**src/hdl/svg_pkg.sv**
```systemverilog
// Shared types and constants of the state-vector gate engine.
package svg_pkg;

   localparam int CSR_W = 4;
   localparam logic [CSR_W-1:0] QUBITS_RESET = 4'd10;
   localparam int SHIFT_W = 6;
   localparam logic [16:0] INV_SQRT2_Q16 = 17'd46341;

   typedef enum logic [2:0] {
      OP_WRITE = 3'd0,
      OP_READ  = 3'd1,
      OP_X     = 3'd2,
      OP_Y     = 3'd3,
      OP_Z     = 3'd4,
      OP_H     = 3'd5,
      OP_SWAP  = 3'd6,
      OP_RSVD  = 3'd7
   } op_type;

   typedef struct packed {
      logic               load;
      logic               clear;
      logic               negate;
      logic               multiply;
      logic               use_h;
      logic               use_prod;
      logic [1:0]         ipow;
      logic [SHIFT_W-1:0] shift;
   } alu_ctrl_type;

endpackage

```
**src/hdl/svg_alu.sv**
```systemverilog
// Shared arithmetic unit: signed accumulate, scale by 1/sqrt2, round, saturate, i-power.
module svg_alu #(
   parameter int AMP_W = 16,
   parameter int ACC_W = 27
) (
   input  logic                     clock,
   input  svg_pkg::alu_ctrl_type    ctl,
   input  logic signed [AMP_W-1:0]  in_re,
   input  logic signed [AMP_W-1:0]  in_im,
   output logic signed [AMP_W-1:0]  out_re,
   output logic signed [AMP_W-1:0]  out_im
);
   import svg_pkg::*;

   localparam int PROD_W = ACC_W + 18;

   logic signed [ACC_W-1:0]  acc_re_ff, acc_re_in, acc_im_ff, acc_im_in;
   logic signed [PROD_W-1:0] prod_re_ff, prod_re_in, prod_im_ff, prod_im_in;
   logic signed [ACC_W-1:0]  term_re, term_im;
   logic signed [17:0]       inv_s;
   logic signed [AMP_W-1:0]  ip_re, ip_im;

   function automatic logic signed [AMP_W-1:0] neg_sat(input logic signed [AMP_W-1:0] x);
      if (x == {1'b1, {(AMP_W-1){1'b0}}}) begin
         return {1'b0, {(AMP_W-1){1'b1}}};
      end
      return -x;
   endfunction

   // Round to nearest with ties upwards, then saturate to the amplitude width.
   function automatic logic signed [AMP_W-1:0] round_sat(input logic signed [PROD_W-1:0] v,
                                                        input logic [SHIFT_W-1:0] sh);
      logic signed [PROD_W:0] sum;
      logic signed [PROD_W:0] half;
      logic signed [PROD_W:0] q;
      logic [PROD_W-AMP_W+1:0] upper;
      half = '0;
      if (sh != '0) begin
         half = (PROD_W+1)'(1) << (sh - SHIFT_W'(1));
      end
      sum = (PROD_W+1)'(v) + half;
      q = sum >>> sh;
      upper = q[PROD_W:AMP_W-1];
      if ((upper == '0) || (upper == '1)) begin
         return q[AMP_W-1:0];
      end
      return q[PROD_W] ? {1'b1, {(AMP_W-1){1'b0}}} : {1'b0, {(AMP_W-1){1'b1}}};
   endfunction

   assign inv_s = $signed({1'b0, INV_SQRT2_Q16});

   always_comb begin
      term_re = ACC_W'(in_re);
      term_im = ACC_W'(in_im);
      if (ctl.negate) begin
         term_re = -term_re;
         term_im = -term_im;
      end
      acc_re_in = acc_re_ff;
      acc_im_in = acc_im_ff;
      if (ctl.load) begin
         acc_re_in = ctl.clear ? term_re : acc_re_ff + term_re;
         acc_im_in = ctl.clear ? term_im : acc_im_ff + term_im;
      end
      prod_re_in = prod_re_ff;
      prod_im_in = prod_im_ff;
      if (ctl.multiply) begin
         prod_re_in = acc_re_ff * inv_s;
         prod_im_in = acc_im_ff * inv_s;
      end
   end

   always_ff @(posedge clock) begin
      acc_re_ff  <= acc_re_in;
      acc_im_ff  <= acc_im_in;
      prod_re_ff <= prod_re_in;
      prod_im_ff <= prod_im_in;
   end

   always_comb begin
      case (ctl.ipow)
         2'd0: begin
            ip_re = acc_re_ff[AMP_W-1:0];
            ip_im = acc_im_ff[AMP_W-1:0];
         end
         2'd1: begin
            ip_re = neg_sat(acc_im_ff[AMP_W-1:0]);
            ip_im = acc_re_ff[AMP_W-1:0];
         end
         2'd2: begin
            ip_re = neg_sat(acc_re_ff[AMP_W-1:0]);
            ip_im = neg_sat(acc_im_ff[AMP_W-1:0]);
         end
         default: begin
            ip_re = acc_im_ff[AMP_W-1:0];
            ip_im = neg_sat(acc_re_ff[AMP_W-1:0]);
         end
      endcase
      if (ctl.use_h) begin
         out_re = round_sat(ctl.use_prod ? prod_re_ff : PROD_W'(acc_re_ff), ctl.shift);
         out_im = round_sat(ctl.use_prod ? prod_im_ff : PROD_W'(acc_im_ff), ctl.shift);
      end else begin
         out_re = ip_re;
         out_im = ip_im;
      end
   end

endmodule

```
**config.mk**
```make
export PLATFORM = sky130hd
export DESIGN_NAME = svg_alu
export DESIGN_NICKNAME = d
export VERILOG_FILES = /design/src/hdl/svg_pkg.sv /design/src/hdl/svg_alu.sv
export SDC_FILE = /design/constraint.sdc
export NUM_CORES = 2
export LEC_CHECK = 0
export ABC_CLOCK_PERIOD_IN_PS = 30000
export BUFFER_PORTS_ARGS = -buffer_cell sky130_fd_sc_hd__buf_2
export CORE_UTILIZATION = 65
export DETAILED_ROUTE_END_ITERATION = 16
export MAX_ROUTING_LAYER = met4
export PLACE_DENSITY = 0.82
export SKIP_CTS_REPAIR_TIMING = 1
export SYNTH_ARGS = -nofsm -noshare
export SYNTH_HDL_FRONTEND = slang
export SYNTH_SLANG_ARGS = --single-unit
```
**constraint.sdc**
```tcl
create_clock -name clock -period 30 [get_ports clock]
set_input_delay 6 -clock clock [delete_from_list [all_inputs] [get_ports clock]]
set_output_delay 6 -clock clock [all_outputs]
set_load 0.01 [all_outputs]
```
==> results of run 1 <==
-- per-stage QoR --
stage,std cells,hold slack (ps),worst slack (ps),utilization (%)
after detailed placement,6439,705,9540,67.4
after CTS,6471,707,9500,68.3
after floorplan,5670,639,10590,-
after global placement,6439,678,9740,67.4
-- routing by layer --
| layer | track usage [%] | overflow |
|---|---|---|
| met1 | 79.2 | 4 |
| met4 | 71.1 | 54 |
| met2 | 90.8 | 67 |
| met5 | - | - |
| met3 | 59.4 | 4 |
-- kinds of logic after synthesis --
group	after synthesis	synth area share [%]
xor+xnor	247	4.95
mux	232	6.42
compound gates	1647	25.5
fa+ha+maj	785	26.8
buf+inv	909	8.07
flops	142	9.64
simple gates	1708	18.6
==> flow_metrics.tcl, run 1 <==
set metrics [dict create \
    synth_nets 6502 \
    port_buffers 78 \
    routabilityCongestion 1.16 \
    fp.dieH_um 263 \
    synth_top_area_share_pct 14.5 \
    grtUsageTotal_pct 77.1 \
    initial_core_util_pct 65.7 \
    cts-buffers-inserted 17 \
    ys_top_cells_by_area "ha_1 (14%), fa_1 (12%), edfxtp_1 (9.6%)" \
    syn_avg_cell_area_um2 7.80 \
    die_x_um 263 \
    status "stopped before the end" \
    grt_overflow_total 129 \
    h-tree-depth 4 \
    dpl-instance-area_um2 45300 \
    yosysWarnings 0 \
    synth-edff-count 142 \
    synth_top_area_cell "ha_1" \
    synth_common_cells "inv_1 (614), nand2_1 (532), ha_1 (512)" \
    rows 95 \
    cts.sinks 142 \
    ys_seq_area_share_pct 9.64 \
    ios 79 \
    synth_cell_type_count 116 \
    dp_hpwl_mm 160 \
    stop_stage "global routing (5_1_grt)" \
    grt_max_degree 77 \
    clockBufferDepth 2 \
    ys_ff_latch 142 \
    root_buffer "clkbuf_16" \
    postSynthCellCount 5670 \
    yosysMostFrequentCell "inv_1" \
    syn_area_um2 44200 \
    synth-async-reset-ratio_pct 0 \
    firstError "[ERROR GRT-0232] Routing congestion too high. Check the congestion heatmap in the GUI." \
    synth_flop_cell "edfxtp_1" \
]
==> run 2, diff against run 1 <==
- CORE_UTILIZATION: 65 -> 40
- MAX_ROUTING_LAYER: met4 -> unset
- PLACE_DENSITY: 0.82 -> unset
- PLACE_DENSITY_LB_ADDON: unset -> 0.15
==> run 2 against run 1 <==
Synthesized cell count unchanged. The flow now finishes, with violations (max-capacitance violations, max-slew violations). Area after synthesis did not move.
==> flow_metrics.tcl, run 2 <==
set metrics [dict create \
    worst_pin_slew_ps 1500 \
    yosysWarnings 0 \
    drv_slew 1 \
    crit_path_end_kind "output pin" \
    synth_top_area_share_pct 14.5 \
    synth-async-reset-ratio_pct 0 \
    route.detailed.drc 0 \
    crit_buf_inv 4 \
    cts_tree "yes" \
    r2r_cells 28 \
    dp_hpwl_mm 166 \
    finalHoldViolCount 0 \
    wl_met1_mm 88.8 \
    drive_above_1_share_pct 8.22 \
    synth_common_cells "inv_1 (614), nand2_1 (532), ha_1 (512)" \
    critical_path_class "primary input to output pin" \
    ys_ff_latch 142 \
    routed_via_density 6.40 \
    dr_wl_met2_mm 89.1 \
    synth_nets 6502 \
    wl_mm 206 \
    fillers 11282 \
    maxCapViolCount 1 \
    timing.rr.start "acc_re_ff[4]" \
    cts.sinks 142 \
    port_buffers 78 \
    crit_start "ctl[4]" \
    final_nets 6444 \
    rows 121 \
    max_freq_mhz 47.9 \
    reg.largest.list "prod_im_ff x44, prod_re_ff x44" \
    ios 79 \
    synth_top_area_cell "ha_1" \
    slew_headroom_pct -0.788 \
    slowest_stage "or4b_1" \
    syn_area_um2 44200 \
    crit_family "compound AO/OA/AOI/OAI gates" \
    fp.coreArea_um2 109000 \
    dpl-instance-area_um2 46300 \
    dr_wl_met3_mm 18.0 \
    syn_to_final_growth_pct 6.03 \
    holdCritPathClass "flop to flop" \
    worstPathRequired_ps 24000 \
    grt_pass1_wl_mm 300 \
    syn_avg_cell_area_um2 7.80 \
    violations "max-capacitance violations, max-slew violations" \
    initial_core_util_pct 40.5 \
    final_cell_mix "inv_1 (612), nand2_1 (531), ha_1 (512)" \
    antenna_found_initial 8 \
    root_buffer "clkbuf_16" \
    final_cell_area_um2 46900 \
    skew_ps 16.8 \
    rsz0062_at_grt "no" \
    critPathMaxStageDelay_ps 970 \
    synth_flop_cell "edfxtp_1" \
    synth_cell_type_count 116 \
    wl_per_cell_um 29.0 \
    die_x_um 334 \
    postSynthCellCount 5670 \
    fp.dieH_um 334 \
    ys_top_cells_by_area "ha_1 (14%), fa_1 (12%), edfxtp_1 (9.6%)" \
    ys_seq_area_share_pct 9.64 \
    grtUsageTotal_pct 36.3 \
    setup_viol 0 \
    clk_pin_slew_worst_paths_ps 70 \
    worstSetupPathDepth 23 \
    fin_crit_ps 20880 \
    h-tree-depth 4 \
    drt-initial-drc-count 5041 \
    grt_max_degree 95 \
    vias 45442 \
    yosysMostFrequentCell "inv_1" \
    synth-edff-count 142 \
    grt_overflow_total 0 \
    grt_pass1_vias 42850 \
    setup_slack_ps 9120 \
    crit_path_start_kind "primary input" \
    hold_start "acc_im_ff[0]" \
    top_layer_used "met5" \
    cts-buffers-inserted 17 \
    layout_commonest_cell "inv_1" \
    status "finished, violations left" \
    hold_depth 1 \
    cp_max_fo 40 \
    clock_latency_ps 500 \
    path_cells "buf_2 -> buf_4 -> buf_4 -> or4b_1 -> nor2_1 -> ha_1 -> a41oi_1 -> o41ai_1 -> a31oi_1 -> o21ai_2 -> nor2b_1 -> a31o_2 -> a211oi_1 -> mux2i_2 -> a22oi_1 -> mux2i_2 -> a211oi_1 -> nand3_1 -> nor4_1 -> and4b_1 -> nor2_1 -> o311ai_1 -> buf_2" \
    routabilityCongestion 1.01 \
    dr.pass1.iters 9 \
    dieArea_um2 112000 \
    multi_input_area_um2 36400 \
    crit_arrival_ps 14880 \
    setup_tns_ps 0 \
    ant_nets 0 \
    period_share_pct 69.6 \
    clockBufferDepth 2 \
    whs_ps 714 \
    pre_cts_slack_ps 9420 \
    regArea_um2 4260 \
]
-- run 2: cell counts after synthesis --
No cell type changed its count.
-- run 2: worst paths after layout --
check / end / slack, ps
setup / recovery: out_im[12] / 9120
hold / removal: prod_im_ff[0] / 710
setup reg to reg: prod_re_ff[43] / 22010
hold reg to reg: prod_im_ff[0] / 710
-- run 2: cell type report --
cell class              instances  area share [%]
clock buffers                  17           0.907
well taps                    1476            3.94
clock inverters                13           0.302
multi-input cells            4619            77.7
inverters                     617            4.95
flip-flops and latches        142            9.10
diodes                          2          0.0107
repair buffers                215            3.10
-- run 2: logic make-up after synthesis --
logic type               after synthesis  share of synthesized area, %
XOR/XNOR                             247                          4.95
multiplexers                         232                          6.42
AO/OA/AOI/OAI                       1647                          25.5
buffers and inverters                909                          8.07
flip-flops                           142                          9.64
adder cells (fa/ha/maj)              785                          26.8
AND/OR/NAND/NOR                     1708                          18.6
-- run 2: metrics by stage --
step	cells	util, %
after floorplan	5670	-
after global placement	7069	42.4
after detailed placement	7069	42.4
after CTS	7099	42.9
after global routing	7100	42.9
final	7101	42.9
-- run 2: per-layer routing --
layer / up-vias / track usage (%)
met2: 2156 / 56.3
met4: 12 / 15.9
met1: 22270 / 48.6
li1: 20568 / -
met3: 436 / 7.26
met5: - / 0
Power of run 2 is left out: the tool's default activity adds up to more than one toggle a clock period on the data nets, which glitch-free logic cannot reach.
